$ cat src/rtl/core/smr_pkg.sv
// Shared types, widths, register indexes and constant tables of the
// sinusoid model and residual core. No dependencies.

package smr_pkg;

  localparam int VALUE_WIDTH   = 32;
  localparam int CORDIC_STAGES = 16;
  localparam int ATAN_LEN      = 24;
  localparam int NUM_STAGES    = (CORDIC_STAGES > ATAN_LEN) ? ATAN_LEN : CORDIC_STAGES;

  localparam int PHASE_W     = 16;
  localparam int ANGLE_W     = 32;
  localparam int XY_W        = 34;
  localparam int Z_W         = 33;
  localparam int PROD_W      = VALUE_WIDTH + XY_W;
  localparam int SAT_W       = VALUE_WIDTH + 5;
  localparam int CFG_INDEX_W = 3;

  localparam logic [CFG_INDEX_W-1:0] REG_AMPLITUDE = 3'd0;
  localparam logic [CFG_INDEX_W-1:0] REG_FREQUENCY = 3'd1;
  localparam logic [CFG_INDEX_W-1:0] REG_PHASE     = 3'd2;
  localparam logic [CFG_INDEX_W-1:0] REG_OFFSET    = 3'd3;

  typedef logic signed [VALUE_WIDTH-1:0] value_t;
  typedef logic signed [XY_W-1:0]        xy_t;
  typedef logic signed [Z_W-1:0]         z_t;
  typedef logic signed [SAT_W-1:0]       wide_t;

  localparam xy_t GAIN_Q30 = 34'sd652032874;

  localparam wide_t SAT_HI = {{(SAT_W-VALUE_WIDTH+1){1'b0}}, {(VALUE_WIDTH-1){1'b1}}};
  localparam wide_t SAT_LO = ~SAT_HI;

  function automatic logic [ANGLE_W-1:0] atan_turns(input int idx);
    logic [ANGLE_W-1:0] r;
    case (idx)
      0:  r = 32'h20000000;
      1:  r = 32'h12E4051D;
      2:  r = 32'h09FB385B;
      3:  r = 32'h051111D4;
      4:  r = 32'h028B0D43;
      5:  r = 32'h0145D7E1;
      6:  r = 32'h00A2F61E;
      7:  r = 32'h00517C55;
      8:  r = 32'h0028BE53;
      9:  r = 32'h00145F2F;
      10: r = 32'h000A2F98;
      11: r = 32'h000517CC;
      12: r = 32'h00028BE6;
      13: r = 32'h000145F3;
      14: r = 32'h0000A2F9;
      15: r = 32'h0000517D;
      16: r = 32'h000028BE;
      17: r = 32'h0000145F;
      18: r = 32'h00000A30;
      19: r = 32'h00000518;
      20: r = 32'h0000028C;
      21: r = 32'h00000146;
      22: r = 32'h000000A3;
      23: r = 32'h00000051;
      default: r = '0;
    endcase
    return r;
  endfunction

  // Low 32 bits of a value after sign extension; enough for the phase product.
  function automatic logic [31:0] low_word(input value_t v);
    logic signed [63:0] w;
    w = 64'(v);
    return w[31:0];
  endfunction

  function automatic value_t saturate(input wide_t v);
    value_t r;
    if (v > SAT_HI) begin
      r = VALUE_WIDTH'(SAT_HI);
    end else if (v < SAT_LO) begin
      r = VALUE_WIDTH'(SAT_LO);
    end else begin
      r = VALUE_WIDTH'(v);
    end
    return r;
  endfunction

endpackage

$ cat src/rtl/core/smr_cordic.sv
// Rotation-mode CORDIC producing the sine in Q4.30, one register stage per
// iteration. Uses smr_pkg.

module smr_cordic
  import smr_pkg::*;
(
  input  logic   clk,
  input  logic   rst,
  input  logic   en,
  input  logic   in_valid,
  input  z_t     angle,
  input  value_t meas_in,
  output logic   out_valid,
  output xy_t    sine,
  output value_t meas_out
);

  logic   vld [0:NUM_STAGES];
  xy_t    xs  [0:NUM_STAGES];
  xy_t    ys  [0:NUM_STAGES];
  z_t     zs  [0:NUM_STAGES];
  value_t ms  [0:NUM_STAGES];

  assign vld[0] = in_valid;
  assign xs[0]  = GAIN_Q30;
  assign ys[0]  = '0;
  assign zs[0]  = angle;
  assign ms[0]  = meas_in;

  for (genvar i = 0; i < NUM_STAGES; i++) begin : g_stage
    localparam logic [Z_W-1:0] ATAN_I = Z_W'(atan_turns(i));

    always_ff @(posedge clk) begin
      if (rst) begin
        vld[i+1] <= 1'b0;
      end else if (en) begin
        vld[i+1] <= vld[i];
      end
    end

    always_ff @(posedge clk) begin
      if (en) begin
        ms[i+1] <= ms[i];
        if (!zs[i][Z_W-1]) begin
          xs[i+1] <= xs[i] - (ys[i] >>> i);
          ys[i+1] <= ys[i] + (xs[i] >>> i);
          zs[i+1] <= zs[i] - signed'(ATAN_I);
        end else begin
          xs[i+1] <= xs[i] + (ys[i] >>> i);
          ys[i+1] <= ys[i] - (xs[i] >>> i);
          zs[i+1] <= zs[i] + signed'(ATAN_I);
        end
      end
    end
  end

  assign out_valid = vld[NUM_STAGES];
  assign sine      = ys[NUM_STAGES];
  assign meas_out  = ms[NUM_STAGES];

endmodule

$ cat config.mk
export PLATFORM = sky130hd
export DESIGN_NAME = smr_cordic
export DESIGN_NICKNAME = d
export VERILOG_FILES = /design/src/rtl/core/smr_pkg.sv /design/src/rtl/core/smr_cordic.sv
export SDC_FILE = /design/constraint.sdc
export NUM_CORES = 2
export LEC_CHECK = 0
export BUFFER_PORTS_ARGS = -buffer_cell sky130_fd_sc_hd__buf_2
export CORE_UTILIZATION = 50
export CTS_CLUSTER_SIZE = 24
export DETAILED_ROUTE_END_ITERATION = 10
export MAX_ROUTING_LAYER = met4
export PLACE_DENSITY_LB_ADDON = 0.25
export SLEW_MARGIN = 20
export SYNTH_ARGS = -nofsm -noshare
export SYNTH_HDL_FRONTEND = slang
export SYNTH_SLANG_ARGS = --single-unit
$ cat constraint.sdc
create_clock -name clk -period 5.8 [get_ports clk]
set_clock_uncertainty 0.05 [all_clocks]
set_input_delay 0 -clock clk [delete_from_list [all_inputs] [get_ports clk]]
set_output_delay 0 -clock clk [all_outputs]
set_load 0.05 [all_outputs]
==> results.sh <==
export IMPL_fp_dieW_um=520
export IMPL_async_flop_share_pct=0
export IMPL_tritoncts="built"
export IMPL_clock_fmax_mhz=186
export IMPL_fin_nets=14600
export IMPL_hp_class="primary input to register"
export IMPL_io_buffers=135
export IMPL_clk_latency_ns=0.91
export IMPL_hold_viol_final=0
export IMPL_yosysUniqueCellTypes=101
export IMPL_rsz0062_at_grt="false"
export IMPL_rows=189
export IMPL_timing_setup_tns_ns=0
export IMPL_fill_cells=22800
export IMPL_overflow=0
export IMPL_area_growth_pct=10.4
export IMPL_crit_required_ns=6.39
export IMPL_crit_path_end_kind="register"
export IMPL_via_count=98100
export IMPL_path_class="register to register"
export IMPL_grt_max_degree=170
export IMPL_floorplan_initialDensity_pct=50.4
export IMPL_ant_nets=0
export IMPL_worst_slack_ns=0.413
export IMPL_clock_sinks=1941
export IMPL_die_area_um2=270000
export IMPL_syn_area_um2=134000
export IMPL_firstDrtPassIters=7
export IMPL_yosysWarnings=0
export IMPL_die_h_um=520
export IMPL_gp_congestion=0.938
export IMPL_drcViolationCount=0
export IMPL_drv_cap=0
export IMPL_cts_max_level=4
export IMPL_drt_initial_drc_count=7311
export IMPL_drive_gt1_share_pct=5.81
export IMPL_worst_slew_pin_slew_ns=1.02
export IMPL_finalSetupViolations=0
export IMPL_antenna_found_initial=4
export IMPL_maxSlewHeadroom_pct=30.8
export IMPL_drt_total_wl_mm=335
export IMPL_coreArea_um2=266000
export IMPL_syn_nets=14100
export IMPL_regArea_um2=58100
export IMPL_synthFlopType="edfxtp_1"
export IMPL_crit_fanout=6
export IMPL_worst_ep_arrival_time_ns=5.98
export IMPL_multiInputGateArea_um2=72700
export IMPL_vias_per_cell=5.84
export IMPL_synth_avg_cell_area_um2=10.6
export IMPL_synth_cells=12700
export IMPL_grt_pass1_vias=95800
export IMPL_grt_first_pass_wirelength_mm=528
export IMPL_clkTransAtPathRegs_ns=0.07
export IMPL_yosysSeqAreaShare_pct=43.4
export IMPL_wl_per_cell_um=19.9
export IMPL_synth_area_leaders="edfxtp_1, ha_1, xnor2_1, a21oi_1, xor2_1"
export IMPL_hpwl_mm=260
export IMPL_yosysTopAreaCell="edfxtp_1"
export IMPL_num_io_pins=136
export IMPL_min_period_ns=5.39
export IMPL_clockBufferDepth=4
export IMPL_clock_root_buffer="clkbuf_16"
export IMPL_grtUsageTotal_pct=25.1
export IMPL_status="complete, no violations"
export IMPL_synth_edf_count=1925
export IMPL_cts_made_buffers=222
export IMPL_drv_slew=0
export IMPL_ys_seq_elements=1941
export IMPL_synth_top_area_share_pct=43.2
export IMPL_post_route_period_util_pct=92.9
export IMPL_place_ws_ns=0.528
export IMPL_cp_start_kind="register"
==> cells in the mapped netlist, types with 84 or more instances <==
cell,count
clkbuf_1,137
nor2_1,1037
ha_1,1353
a21o_1,616
inv_1,537
edfxtp_1,1925
nand3_1,163
nor2b_1,176
nand4_1,91
o21a_1,203
o21bai_1,145
xnor2_1,1134
and2_1,84
nand2_1,495
a31oi_1,136
nor3_1,311
xor2_1,638
and3_1,116
o21ai_0,472
nand2b_1,189
a21oi_1,1366
a211oi_1,120
==> layout by cell type, fill, tap and decap left out, types with 134 or more instances in the layout <==
cell and n:
edfxtp_1 1925, a21oi_1 1366, ha_1 1353, xnor2_1 1134, nor2_1 1037, xor2_1 638
a21o_1 616, inv_1 537, nand2_1 495, o21ai_0 472, nor3_1 311, clkbuf_16 223
o21a_1 203, nand2b_1 189, nor2b_1 176, nand3_1 163, o21bai_1 145, dlygate4sd3_1 138
a31oi_1 136, buf_2 134
==> path summary, 6_finish.rpt <==
check	start	to	slack, ns	depth (start not counted)
max	xs[148]	ys[133]	0.41	21
min	en	ms[459]	0.11	2
max reg2reg	xs[148]	ys[133]	0.41	21
min reg2reg	ms[397]	ms[365]	0.36	0
==> kinds of logic (layout without fill, tap and decap cells) <==
kind of cell,Yosys count,after routing,synth area share [%]
multiplexers,142,142,1.12
flip-flops,1941,1941,43.4
buffers and inverters,777,1364,2.36
XOR/XNOR,1773,1773,11.6
AO/OA/AOI/OAI,3665,3665,17.3
other,1,4,0.00280
AND/OR/NAND/NOR,2989,2989,10.9
adder cells (fa/ha/maj),1395,1395,13.3
==> metrics by stage <==
step | hold slack (ns) | instance area [um^2] | util [%] | instances
after floorplan | 0.0489 | 134000 | - | 12700
after global placement | 0.126 | 139000 | 52.4 | 16300
after detailed placement | 0.128 | 139000 | 52.4 | 16300
after CTS | 0.0808 | 148000 | 55.6 | 16800
after global routing | 0.127 | 148000 | 55.6 | 16800
final | 0.111 | 148000 | 55.6 | 16800
==> registers in the layout, summed over array words and instances, names as in the netlist <==
name / flops
meas_out: 32
ms: 480
out_valid: 1
sine: 34
vld: 15
xs: 439
ys: 477
zs: 463
==> area by class of cell <==
type / instances / area share [%]
inverter: 538 / 1.37
antenna: 3 / 0.00508
multi-input combinational: 9965 / 49.1
sequential: 1941 / 39.3
tap: 3533 / 2.99
clock inverter: 151 / 1.02
clock buffer: 255 / 3.86
timing repair buffer: 420 / 2.29
==> layer usage <==
layer | vias up | global-route usage [%] | routed length [um]
met4 | 0 | 6.54 | 8710
met5 | - | - | 0
li1 | 48100 | - | -
met3 | 526 | 2.39 | 15200
met1 | 47300 | 32.9 | 152000
met2 | 2249 | 41.6 | 159000
==> timing repair <==
item,CTS,global route
setup buffers,0,0
setup endpoints to repair,0,1
gates resized for setup,0,2
hold endpoints to repair,602,0
hold buffers,138,0
==> worst max-delay path: stages, from the launching register on <==
cell and delay, ns:
edfxtp_1 0.46, inv_1 0.09, ha_1 0.18, nand2b_1 0.08, or4_1 0.45, nor2_1 0.14, and2_1 0.18, and3b_1 0.30
a21oi_1 0.12, xnor2_1 0.20, ha_1 0.34, a21o_1 0.21, a21o_1 0.17, a21o_1 0.20, a22o_1 0.20, a2111oi_0 0.58
o21ba_2 0.26, o21ai_1 0.11, o31ai_1 0.44, o21bai_1 0.11, a21oi_1 0.19, xnor2_1 0.08
Power is not shown: default switching activity piles up to over one toggle a cycle in this logic, so the estimate is an artifact.
