### config.mk
export PLATFORM = sky130hd
export DESIGN_NAME = smr_phase
export DESIGN_NICKNAME = d
export VERILOG_FILES = /design/src/rtl/core/smr_pkg.sv /design/src/rtl/core/smr_phase.sv
export SDC_FILE = /design/constraint.sdc
export NUM_CORES = 1
export LEC_CHECK = 0
export BUFFER_PORTS_ARGS = -buffer_cell sky130_fd_sc_hd__buf_4
export CORE_MARGIN = 2
export CORE_UTILIZATION = 65
export DETAILED_ROUTE_END_ITERATION = 7
export MAX_ROUTING_LAYER = met4
export PLACE_DENSITY = 0.84
export SETUP_SLACK_MARGIN = 0.02
export SLEW_MARGIN = 10
export SYNTH_ARGS = -nofsm -noshare
export SYNTH_HDL_FRONTEND = slang
export SYNTH_SLANG_ARGS = --single-unit
### constraint.sdc
create_clock -name clk -period 16.9 [get_ports clk]
set_input_delay 1.69 -clock clk [delete_from_list [all_inputs] [get_ports clk]]
set_output_delay 1.69 -clock clk [all_outputs]
set_load 0.02 [all_outputs]
### src/rtl/core/smr_pkg.sv
// Shared types, widths, register indexes and constant tables of the
// sinusoid model and residual core. No dependencies.

package smr_pkg;

  localparam int VALUE_WIDTH   = 32;
  localparam int CORDIC_STAGES = 16;
  localparam int ATAN_LEN      = 24;
  localparam int NUM_STAGES    = (CORDIC_STAGES > ATAN_LEN) ? ATAN_LEN : CORDIC_STAGES;

  localparam int PHASE_W     = 16;
  localparam int ANGLE_W     = 32;
  localparam int XY_W        = 34;
  localparam int Z_W         = 33;
  localparam int PROD_W      = VALUE_WIDTH + XY_W;
  localparam int SAT_W       = VALUE_WIDTH + 5;
  localparam int CFG_INDEX_W = 3;

  localparam logic [CFG_INDEX_W-1:0] REG_AMPLITUDE = 3'd0;
  localparam logic [CFG_INDEX_W-1:0] REG_FREQUENCY = 3'd1;
  localparam logic [CFG_INDEX_W-1:0] REG_PHASE     = 3'd2;
  localparam logic [CFG_INDEX_W-1:0] REG_OFFSET    = 3'd3;

  typedef logic signed [VALUE_WIDTH-1:0] value_t;
  typedef logic signed [XY_W-1:0]        xy_t;
  typedef logic signed [Z_W-1:0]         z_t;
  typedef logic signed [SAT_W-1:0]       wide_t;

  localparam xy_t GAIN_Q30 = 34'sd652032874;

  localparam wide_t SAT_HI = {{(SAT_W-VALUE_WIDTH+1){1'b0}}, {(VALUE_WIDTH-1){1'b1}}};
  localparam wide_t SAT_LO = ~SAT_HI;

  function automatic logic [ANGLE_W-1:0] atan_turns(input int idx);
    logic [ANGLE_W-1:0] r;
    case (idx)
      0:  r = 32'h20000000;
      1:  r = 32'h12E4051D;
      2:  r = 32'h09FB385B;
      3:  r = 32'h051111D4;
      4:  r = 32'h028B0D43;
      5:  r = 32'h0145D7E1;
      6:  r = 32'h00A2F61E;
      7:  r = 32'h00517C55;
      8:  r = 32'h0028BE53;
      9:  r = 32'h00145F2F;
      10: r = 32'h000A2F98;
      11: r = 32'h000517CC;
      12: r = 32'h00028BE6;
      13: r = 32'h000145F3;
      14: r = 32'h0000A2F9;
      15: r = 32'h0000517D;
      16: r = 32'h000028BE;
      17: r = 32'h0000145F;
      18: r = 32'h00000A30;
      19: r = 32'h00000518;
      20: r = 32'h0000028C;
      21: r = 32'h00000146;
      22: r = 32'h000000A3;
      23: r = 32'h00000051;
      default: r = '0;
    endcase
    return r;
  endfunction

  // Low 32 bits of a value after sign extension; enough for the phase product.
  function automatic logic [31:0] low_word(input value_t v);
    logic signed [63:0] w;
    w = 64'(v);
    return w[31:0];
  endfunction

  function automatic value_t saturate(input wide_t v);
    value_t r;
    if (v > SAT_HI) begin
      r = VALUE_WIDTH'(SAT_HI);
    end else if (v < SAT_LO) begin
      r = VALUE_WIDTH'(SAT_LO);
    end else begin
      r = VALUE_WIDTH'(v);
    end
    return r;
  endfunction

endpackage

### src/rtl/core/smr_phase.sv
// Phase front end: fraction of F*t plus the phase offset, folded into the
// quarter-turn range as a CORDIC angle. Two register stages. Uses smr_pkg.

module smr_phase
  import smr_pkg::*;
(
  input  logic               clk,
  input  logic               rst,
  input  logic               en,
  input  logic               in_valid,
  input  value_t             time_value,
  input  value_t             meas_in,
  input  value_t             frequency,
  input  logic [PHASE_W-1:0] phase_turns,
  output logic               out_valid,
  output z_t                 angle,
  output value_t             meas_out
);

  logic [31:0]        prod;
  logic               valid1;
  logic [PHASE_W-1:0] frac1;
  value_t             meas1;
  logic [PHASE_W-1:0] phase_sum;
  logic [ANGLE_W-1:0] turns;
  logic [ANGLE_W-1:0] folded;

  assign prod = low_word(frequency) * low_word(time_value);

  always_ff @(posedge clk) begin
    if (rst) begin
      valid1 <= 1'b0;
    end else if (en) begin
      valid1 <= in_valid;
    end
  end

  always_ff @(posedge clk) begin
    if (en) begin
      frac1 <= prod[31:16];
      meas1 <= meas_in;
    end
  end

  assign phase_sum = frac1 + phase_turns;
  assign turns     = {phase_sum, {(ANGLE_W-PHASE_W){1'b0}}};

  // Outside a quarter turn, sin(x) = sin(1/2 - x) brings the angle back in.
  always_comb begin
    if (turns[ANGLE_W-1] ^ turns[ANGLE_W-2]) begin
      folded = 32'h80000000 - turns;
    end else begin
      folded = turns;
    end
  end

  always_ff @(posedge clk) begin
    if (rst) begin
      out_valid <= 1'b0;
    end else if (en) begin
      out_valid <= valid1;
    end
  end

  always_ff @(posedge clk) begin
    if (en) begin
      angle    <= Z_W'(signed'(folded));
      meas_out <= meas1;
    end
  end

endmodule

==> out/metrics.yaml <==
clock_network:
  post_cts_buffers: 0
  path_clk_slew_ns: 0.07
  clockBufferDepth: 2
  cts_buffers: 9
  clk_latency_ns: 0.34
  htreeDepth: 3
  cts_hold_buffers: 0
  cts_resized: 0
  tritoncts: "built"
  clock-root-buffer: "clkbuf_16"
  clock-sinks: 98
hold_path:
  holdPathStages: 0
  hp-start: "meas1[20]"
  hold_class: "register to register"
  worstHoldEndpoint: "meas_out[20]"
cells_and_area:
  n_fill_cell: 2226
  syn2layout_area_growth_pct: 8.44
  antenna_cells: 0
  regArea_um2: 2920
  final_net_count: 2700
  final_layout_size_suffix_gt1_share_pct: 9.39
  multi_input_area_um2: 14500
global_route:
  grt_pass1_wl_um: 75900
  gr-usage-all-layers_pct: 32.8
  grt_max_degree: 99
  antenna_found_initial: 0
  grt_pass1_vias: 14900
  grt_overflow: 0
detailed_routing:
  dr.pass1.iters: 6
  ant_nets: 0
  via_per_inst: 5.50
  drt_first_iter_violations: 936
  via_count: 13400
  drc_errors: 0
  wl_per_cell_um: 19.1
  wirelength_um: 46500
yosys:
  yosysSeqAreaShare_pct: 15.1
  synth_top_area_cell: "fa_1"
  ys_seq_elements: 98
  ys_top_cells_by_area: "fa_1 42%, edfxtp_1 15%, and2_1 9.1%"
  netlist_area_um2: 19400
  synth_top_area_share_pct: 42.1
  ys_types: 48
  synth_edf_count: 96
  avgSynthCellArea_um2: 9.91
  async_flop_share_pct: 0
  syn_inst: 1955
  synthFlopType: "edfxtp_1"
  yosysWarnings: 0
sta:
  tightestPinTransition_ns: 1.16
  slew_headroom_pct: 22.8
  finalSetupViolations: 0
  maxSlewViolCount: 0
  fmax_mhz: 120
  fin_setup_tns_ns: 0
  skew_ns: 0.0118
  finalWorstPathRequiredPeriod_ns: 8.35
  rsz0062_at_grt: "no"
  finalCritPeriodShare_pct: 49.4
  final-hold-violation-count: 0
setup_path:
  reg2reg_slack_ns: 12.98
  arrival_ns: 8.43
  worstSetupEndpointType: "register"
  critical_path_required_ns: 16.98
  worstPathMaxFanout: 30
  reg2regPathDepth: 11
  rr_startpoint: "frac1[0]"
  crit_type: "input pin to register"
  start_kind: "input pin"
  timing.rr.end: "angle[20]"
status:
  status: "complete, no violations"
flow_run:
  cap_viol_max_count: 0
floorplanning:
  ios: 182
  rows: 63
  initial_core_util_pct: 65.7
  core_region_area_um2: 29500
  chipHeight_um: 177
  die_w_um: 177
  dieArea_um2: 31200
placement:
  io_buffers: 165
  gp_congestion: 0.916
  hpwl_um: 37700
synth_stat cells, types with 2 or more instances:
| library cell | n |
|---|---|
| or3_1 | 3 |
| nor4_1 | 2 |
| dfxtp_1 | 2 |
| inv_1 | 405 |
| nor2b_1 | 5 |
| nor3_1 | 10 |
| nand2_1 | 271 |
| nand2b_1 | 4 |
| xor2_2 | 2 |
| ha_1 | 136 |
| nand4_1 | 5 |
| and3_1 | 4 |
| fa_1 | 408 |
| nor2_1 | 24 |
| a2111oi_2 | 2 |
| clkbuf_1 | 88 |
| edfxtp_1 | 96 |
| xor2_1 | 20 |
| o21bai_1 | 2 |
| buf_4 | 18 |
| mux2i_1 | 4 |
| o21ai_1 | 2 |
| and2_1 | 281 |
| xnor2_1 | 81 |
| a21o_1 | 10 |
| nand3_1 | 8 |
| a211oi_1 | 4 |
| a31oi_1 | 3 |
| o21a_1 | 4 |
| o21ai_0 | 16 |
| a21oi_1 | 18 |
cells in the final DEF, fill, tap and decap left out, types with 4 or more instances in the layout:
| master | Yosys | layout |
|---|---|---|
| nor2b_1 | 5 | 5 |
| clkbuf_16 | 0 | 9 |
| nand4_1 | 5 | 5 |
| a21oi_1 | 18 | 18 |
| nand3_1 | 8 | 8 |
| ha_1 | 136 | 136 |
| conb_1 | 1 | 16 |
| edfxtp_1 | 96 | 96 |
| a21o_1 | 10 | 10 |
| buf_4 | 18 | 165 |
| and3_1 | 4 | 4 |
| nand2_1 | 271 | 271 |
| a211oi_1 | 4 | 4 |
| and2_1 | 281 | 281 |
| fa_1 | 408 | 408 |
| nor2_1 | 24 | 24 |
| mux2i_1 | 4 | 4 |
| o21a_1 | 4 | 4 |
| o21ai_0 | 16 | 16 |
| nor3_1 | 10 | 10 |
| inv_1 | 405 | 405 |
| nand2b_1 | 4 | 4 |
| xnor2_1 | 81 | 81 |
| xor2_1 | 20 | 20 |
routing by layer:
metal / share of wire (%) / global-route usage [%] / routed length [um] / vias up
li1: - / - / - / 5899
met1: 39 / 41.1 / 18000 / 6796
met2: 50 / 55.8 / 23400 / 580
met3: 6.9 / 3.14 / 3230 / 113
met4: 4.2 / 12.4 / 1940 / 0
met5: 0 / - / 0 / -
critical path: stages:
cell	delay, ns
buf_4	0.21
and2_1	0.20
fa_1	0.53
inv_1	0.05
fa_1	0.49
fa_1	0.46
fa_1	0.56
inv_1	0.05
fa_1	0.47
ha_1	0.30
fa_1	0.50
fa_1	0.41
ha_1	0.33
a211oi_1	0.21
nand2_1	0.11
a2111oi_2	0.37
a21oi_1	0.23
a31oi_2	0.39
o211ai_2	0.17
and3_1	0.17
or3_1	0.36
xnor2_1	0.13
worst max-delay path by stage:
stage	from	endpoint	slack (ns)
detailed placement	time_value[2]	frac1[15]	8.23
finish	time_value[2]	frac1[15]	8.55
global placement	time_value[2]	frac1[15]	8.38
floorplan	time_value[4]	frac1[15]	8.69
global route	time_value[2]	frac1[15]	8.23
CTS	time_value[2]	frac1[15]	8.60
per-stage QoR:
step                      instance area, um^2  hold WS, ns  setup WS (ns)  std cells  util [%]
final                                   21000        0.413           8.55       2435      71.3
after global routing                    21000        0.415           8.23       2435      71.3
after CTS                               21000        0.412           8.60       2435      71.3
after detailed placement                20700        0.405           8.23       2419      70.2
after global placement                  20700        0.400           8.38       2419      70.2
after floorplan                         19400        0.400           8.69       1970         -
area by class of cell:
class / count / share of cell area (%)
Clock inverter: 5 / 0.411
Multi-Input combinational cell: 1361 / 69.1
Clock buffer: 11 / 1.11
Timing Repair Buffer: 165 / 5.89
Tap cell: 390 / 2.32
Sequential cell: 98 / 13.9
Inverter: 405 / 7.23
flip-flops by register name, summed over array words and instances (netlist names):
name / flops
out_valid: 1
meas1: 32
valid1: 1
angle: 16
frac1: 16
meas_out: 32
cell families after synthesis:
logic type,synth area share [%]
other,0.0193
XOR/XNOR,4.82
flip-flops,15.1
AO/OA/AOI/OAI,2.61
buffers and inverters,10.2
adder cells (fa/ha/maj),50.9
multiplexers,0.207
AND/OR/NAND/NOR,16.1
Power is not shown: default switching activity piles up to over one toggle a cycle in this logic, so the estimate is an artifact.
