## src/rtl/core/smr_pkg.sv

```systemverilog
// Shared types, widths, register indexes and constant tables of the
// sinusoid model and residual core. No dependencies.

package smr_pkg;

  localparam int VALUE_WIDTH   = 32;
  localparam int CORDIC_STAGES = 16;
  localparam int ATAN_LEN      = 24;
  localparam int NUM_STAGES    = (CORDIC_STAGES > ATAN_LEN) ? ATAN_LEN : CORDIC_STAGES;

  localparam int PHASE_W     = 16;
  localparam int ANGLE_W     = 32;
  localparam int XY_W        = 34;
  localparam int Z_W         = 33;
  localparam int PROD_W      = VALUE_WIDTH + XY_W;
  localparam int SAT_W       = VALUE_WIDTH + 5;
  localparam int CFG_INDEX_W = 3;

  localparam logic [CFG_INDEX_W-1:0] REG_AMPLITUDE = 3'd0;
  localparam logic [CFG_INDEX_W-1:0] REG_FREQUENCY = 3'd1;
  localparam logic [CFG_INDEX_W-1:0] REG_PHASE     = 3'd2;
  localparam logic [CFG_INDEX_W-1:0] REG_OFFSET    = 3'd3;

  typedef logic signed [VALUE_WIDTH-1:0] value_t;
  typedef logic signed [XY_W-1:0]        xy_t;
  typedef logic signed [Z_W-1:0]         z_t;
  typedef logic signed [SAT_W-1:0]       wide_t;

  localparam xy_t GAIN_Q30 = 34'sd652032874;

  localparam wide_t SAT_HI = {{(SAT_W-VALUE_WIDTH+1){1'b0}}, {(VALUE_WIDTH-1){1'b1}}};
  localparam wide_t SAT_LO = ~SAT_HI;

  function automatic logic [ANGLE_W-1:0] atan_turns(input int idx);
    logic [ANGLE_W-1:0] r;
    case (idx)
      0:  r = 32'h20000000;
      1:  r = 32'h12E4051D;
      2:  r = 32'h09FB385B;
      3:  r = 32'h051111D4;
      4:  r = 32'h028B0D43;
      5:  r = 32'h0145D7E1;
      6:  r = 32'h00A2F61E;
      7:  r = 32'h00517C55;
      8:  r = 32'h0028BE53;
      9:  r = 32'h00145F2F;
      10: r = 32'h000A2F98;
      11: r = 32'h000517CC;
      12: r = 32'h00028BE6;
      13: r = 32'h000145F3;
      14: r = 32'h0000A2F9;
      15: r = 32'h0000517D;
      16: r = 32'h000028BE;
      17: r = 32'h0000145F;
      18: r = 32'h00000A30;
      19: r = 32'h00000518;
      20: r = 32'h0000028C;
      21: r = 32'h00000146;
      22: r = 32'h000000A3;
      23: r = 32'h00000051;
      default: r = '0;
    endcase
    return r;
  endfunction

  // Low 32 bits of a value after sign extension; enough for the phase product.
  function automatic logic [31:0] low_word(input value_t v);
    logic signed [63:0] w;
    w = 64'(v);
    return w[31:0];
  endfunction

  function automatic value_t saturate(input wide_t v);
    value_t r;
    if (v > SAT_HI) begin
      r = VALUE_WIDTH'(SAT_HI);
    end else if (v < SAT_LO) begin
      r = VALUE_WIDTH'(SAT_LO);
    end else begin
      r = VALUE_WIDTH'(v);
    end
    return r;
  endfunction

endpackage

```

## src/rtl/core/smr_scale.sv

```systemverilog
// Back end: amplitude times sine with round half up, offset add, and the
// saturated model value and residual. Three register stages. Uses smr_pkg.

module smr_scale
  import smr_pkg::*;
(
  input  logic   clk,
  input  logic   rst,
  input  logic   en,
  input  logic   in_valid,
  input  xy_t    sine,
  input  value_t meas_in,
  input  value_t amplitude,
  input  value_t offset,
  output logic   out_valid,
  output value_t model_value,
  output value_t residual
);

  logic                     valid1;
  logic                     valid2;
  logic signed [PROD_W-1:0] prod1;
  value_t                   meas1;
  value_t                   meas2;
  value_t                   model2;
  logic signed [PROD_W-1:0] rounded;
  wide_t                    model_sum;
  wide_t                    resid_diff;

  always_ff @(posedge clk) begin
    if (rst) begin
      valid1    <= 1'b0;
      valid2    <= 1'b0;
      out_valid <= 1'b0;
    end else if (en) begin
      valid1    <= in_valid;
      valid2    <= valid1;
      out_valid <= valid2;
    end
  end

  always_ff @(posedge clk) begin
    if (en) begin
      prod1 <= PROD_W'(amplitude) * PROD_W'(sine);
      meas1 <= meas_in;
    end
  end

  assign rounded   = (prod1 + PROD_W'(2**29)) >>> 30;
  assign model_sum = SAT_W'(rounded) + SAT_W'(offset);

  always_ff @(posedge clk) begin
    if (en) begin
      model2 <= saturate(model_sum);
      meas2  <= meas1;
    end
  end

  assign resid_diff = SAT_W'(meas2) - SAT_W'(model2);

  always_ff @(posedge clk) begin
    if (en) begin
      model_value <= model2;
      residual    <= saturate(resid_diff);
    end
  end

endmodule

```

## config.mk

```make
export PLATFORM = sky130hd
export DESIGN_NAME = smr_scale
export DESIGN_NICKNAME = d
export VERILOG_FILES = /design/src/rtl/core/smr_pkg.sv /design/src/rtl/core/smr_scale.sv
export SDC_FILE = /design/constraint.sdc
export NUM_CORES = 2
export LEC_CHECK = 0
export BUFFER_PORTS_ARGS = -buffer_cell sky130_fd_sc_hd__buf_4
export CORE_MARGIN = 2
export CORE_UTILIZATION = 45
export DETAILED_ROUTE_END_ITERATION = 8
export GPL_ROUTABILITY_DRIVEN = 0
export GPL_TIMING_DRIVEN = 0
export HOLD_SLACK_MARGIN = 0.02
export PLACE_DENSITY_LB_ADDON = 0.2
export SYNTH_ARGS = -nofsm -noshare
export SYNTH_HDL_FRONTEND = slang
export SYNTH_SLANG_ARGS = --single-unit
```

## constraint.sdc

```tcl
create_clock -name clk -period 8.6 [get_ports clk]
set_clock_uncertainty 0.2 [all_clocks]
set_input_delay 0.43 -clock clk [delete_from_list [all_inputs] [get_ports clk]]
set_output_delay 0.43 -clock clk [all_outputs]
set_load 0.01 [all_outputs]
```

==> impl_results.rst <==
.. list-table::
   :header-rows: 1

   * - Metric
     - Value
   * - Depth of the CTS H-tree
     - 4
   * - Count of mapped cells out of synthesis
     - 4908
   * - Number of synthesized register bits
     - 200
   * - Unrepaired setup endpoints after global routing
     - false
   * - Smallest hold slack
     - 213 ps
   * - Mean Syn Cell Area
     - 9.80 um2
   * - Total core area
     - 106000 um2
   * - Critical path peak fanout
     - 10
   * - Floorplan row count
     - 119
   * - Required time of the worst setup path
     - 8590 ps
   * - Leading area contributor after synthesis
     - sky130_fd_sc_hd__fa_1
   * - Leading register cell type out of synthesis
     - sky130_fd_sc_hd__edfxtp_1
   * - Clock network latency to the later pin of the worst-skew pair
     - 450 ps
   * - Count of buffers inserted at the top-level ports
     - 189
   * - Vias in the first global route
     - 37900
   * - Fraction of the cycle the final worst path needs
     - 99.4%
   * - Placed cell count
     - 6489
   * - Post-route minimum period
     - 8550 ps
   * - Top-area cell type share of the netlist area
     - 47.6%
   * - Final ANT Viol Nets
     - 0
   * - Layout Utilization
     - 49.8%
   * - Horizontal extent of the die
     - 331 um
   * - Number of setup violations in the final report
     - 0
   * - Arrival time at the worst endpoint
     - 8540 ps
   * - Initial cell density of the core
     - 45.5%
   * - Final hold violation count
     - 0
   * - Max Buffers Root-to-Sink
     - 2
   * - Final global-route overflow total
     - 0
   * - Global-route wire length before repair
     - 246000 um
   * - Detailed-route via count
     - 35700
   * - Cell variety after synth
     - 77
   * - Startpoint type of the worst setup path
     - input pin
   * - Final Routed Wirelength
     - 167000 um
   * - Number of enable flip-flop cells after synthesis
     - 197
   * - Height of the die
     - 331 um
   * - Largest net degree at the start of global routing
     - 120
   * - Antenna violations before repair
     - 18
   * - Fin worst setup slack
     - 52.0 ps
   * - Max Clock Freq
     - 117 MHz
   * - Net total in the final layout
     - 6687
   * - Largest cells by area after synthesis
     - sky130_fd_sc_hd__fa_1, sky130_fd_sc_hd__edfxtp_1, sky130_fd_sc_hd__inv_1
   * - Number of pins exceeding their max-slew limit in the final report
     - 0
   * - Synth-to-layout area growth
     - 9.52%
   * - Warnings, synthesis
     - 0
   * - Least-Margin Pin Slew
     - 1310 ps
   * - Filler-free cell count of the finished design
     - 6574
   * - Status
     - completed
   * - Count of unresolved DRC violations after routing
     - 0
   * - Detailed-router iteration count before antenna repair
     - 5
   * - TritonCTS Sinks
     - 200
   * - Fraction of layout cells with a size suffix above 1
     - 8.26%
   * - Setup slack on the worst flop-to-flop path
     - 3360 ps
   * - Die area
     - 110000 um2
   * - Clock-pin slew on the worst setup and hold paths
     - 70 ps
   * - Number of I/O pins
     - 199
   * - Net Count, Synth
     - 6438
   * - Kind of critical path
     - in -> reg
   * - CTS Root Buffer Type
     - sky130_fd_sc_hd__clkbuf_16
   * - Estimated wirelength of the detail-placed design
     - 137000 um
   * - Sequential fraction of the synthesis area
     - 12.4%
   * - Async set-or-reset flop fraction in the synthesized netlist
     - 0%
   * - Cell area after synthesis
     - 48100 um2
   * - Worst slack at placement
     - -2550 ps
   * - Number of violations of the max-capacitance limit
     - 0
   * - Path class of the lowest-slack min-delay path
     - reg -> reg
   * - Routed via count divided by cell count
     - 5.43
   * - TritonCTS clock tree
     - yes
   * - Global-route total usage across every layer
     - 31.5%
   * - Max-slew headroom at the worst pin
     - 12.9%
   * - Starting DRC count in detailed routing
     - 3158
   * - Wire per inst
     - 25.4 um
   * - Clock buffer count from CTS
     - 17
   * - Type of destination of the critical path
     - register
## cell families after synthesis
family | synth area share, %
simple gates | 14.6
fa+ha+maj | 54.2
buf+inv | 10.4
compound gates | 5.75
flops | 12.4
xor+xnor | 2.51
mux | 0.0832
## per-stage QoR
stage	TNS (ps)	cell area [um2]
finish	0	52700
global route	0	52700
CTS	0	52500
detailed placement	-33020	51300
global placement	-32120	51300
floorplan	0	48100
## per-layer routing
metal | wire [um] | vias up | global-route usage [%] | part of all wire (%)
met3 | 21800 | 428 | 11.3 | 13
li1 | - | 15200 | - | -
met1 | 62600 | 18000 | 39.8 | 37
met4 | 10100 | 12 | 15.3 | 6.0
met2 | 72600 | 2012 | 48.0 | 43
met5 | 187 | - | 0 | 0.11
## synthesized netlist by cell type, drive strengths merged (11+ instances only)
cell and count:
o21ai 108, o21a 11, or3 11, and2 540, and3 17, nand2b 23, fa 1143, xor2 45
o21bai 16, nand2 587, xnor2 93, inv 1096, a21o 55, nand3 44, a21oi 142, ha 253
nor2 92, nand4 23, buf 14, a31oi 14, edfxtp 197, clkbuf 224, a211oi 17, nor3 24
## what timing repair did
item | 4_1_cts | 5_1_grt
pin swaps | 3 | 4
endpoints found under the setup margin | 25 | 14
setup buffers | 9 | 5
gates cloned | 0 | 0
hold buffers | 34 | 0
hold endpoints to repair | 35 | 0
resized for setup | 116 | 177
## area by class of cell
type / instances / area, um2
antenna: 13 / 32.5
sequential: 200 / 5980
multi-input combinational: 3374 / 37200
inverter: 1096 / 4130
buffer: 230 / 1130
clock buffer: 20 / 447
fill: 9819 / 53000
timing repair buffer: 238 / 1900
tap: 1391 / 1740
clock inverter: 12 / 166
## state kept, by name, indices dropped and copies added, names as in the netlist
name,count
residual,32
valid1,1
out_valid,1
meas2,32
meas1,32
prod1,37
model2,32
valid2,1
model_value,32
## worst max-delay path: stages
cell                       delay (ps)
sky130_fd_sc_hd__buf_4            270
sky130_fd_sc_hd__clkbuf_1         790
sky130_fd_sc_hd__and2_1           260
sky130_fd_sc_hd__fa_1             440
sky130_fd_sc_hd__fa_1             470
sky130_fd_sc_hd__fa_1             430
sky130_fd_sc_hd__fa_1             590
sky130_fd_sc_hd__fa_1             450
sky130_fd_sc_hd__fa_1             400
sky130_fd_sc_hd__fa_1             590
sky130_fd_sc_hd__fa_1             500
sky130_fd_sc_hd__ha_1             300
sky130_fd_sc_hd__clkbuf_1         300
sky130_fd_sc_hd__nand4_1          240
sky130_fd_sc_hd__or4_1            680
sky130_fd_sc_hd__a31oi_2          400
sky130_fd_sc_hd__nor4_1           170
sky130_fd_sc_hd__nor3_2           250
sky130_fd_sc_hd__a21oi_1          180
sky130_fd_sc_hd__o31ai_1          290
sky130_fd_sc_hd__xor2_1           100
## layout by cell type (no fill, tap or decap), drive strengths merged, types with 5 or more instances in the layout
| cell | count |
|---|---|
| fa | 1143 |
| inv | 1097 |
| nand2 | 587 |
| and2 | 540 |
| ha | 253 |
| buf | 233 |
| clkbuf | 220 |
| edfxtp | 197 |
| a21oi | 142 |
| o21ai | 108 |
| xnor2 | 93 |
| nor2 | 92 |
| a21o | 55 |
| xor2 | 45 |
| nand3 | 44 |
| dlygate4sd3 | 34 |
| nor3 | 24 |
| nand4 | 23 |
| nand2b | 23 |
| and3 | 17 |
| a211oi | 17 |
| o21bai | 16 |
| a31oi | 14 |
| diode | 13 |
| or3 | 11 |
| o21a | 11 |
| o211ai | 9 |
| nor2b | 9 |
| o31ai | 9 |
| and4 | 8 |
| clkinvlp | 8 |
| or4 | 6 |
| a21boi | 6 |
| nor4 | 5 |
## path summary, 6_finish.rpt
| kind | startpoint | end | cells past startpoint |
|---|---|---|---|
| worst min register to register | meas1[27] | meas2[27] | 0 |
| worst max register to register | prod1[31] | model2[29] | 20 |
| worst max-delay path | amplitude[30] | prod1[64] | 21 |
| worst min-delay path | meas1[27] | meas2[27] | 0 |
Power is not shown: default switching activity piles up to over one toggle a cycle in this logic, so the estimate is an artifact.
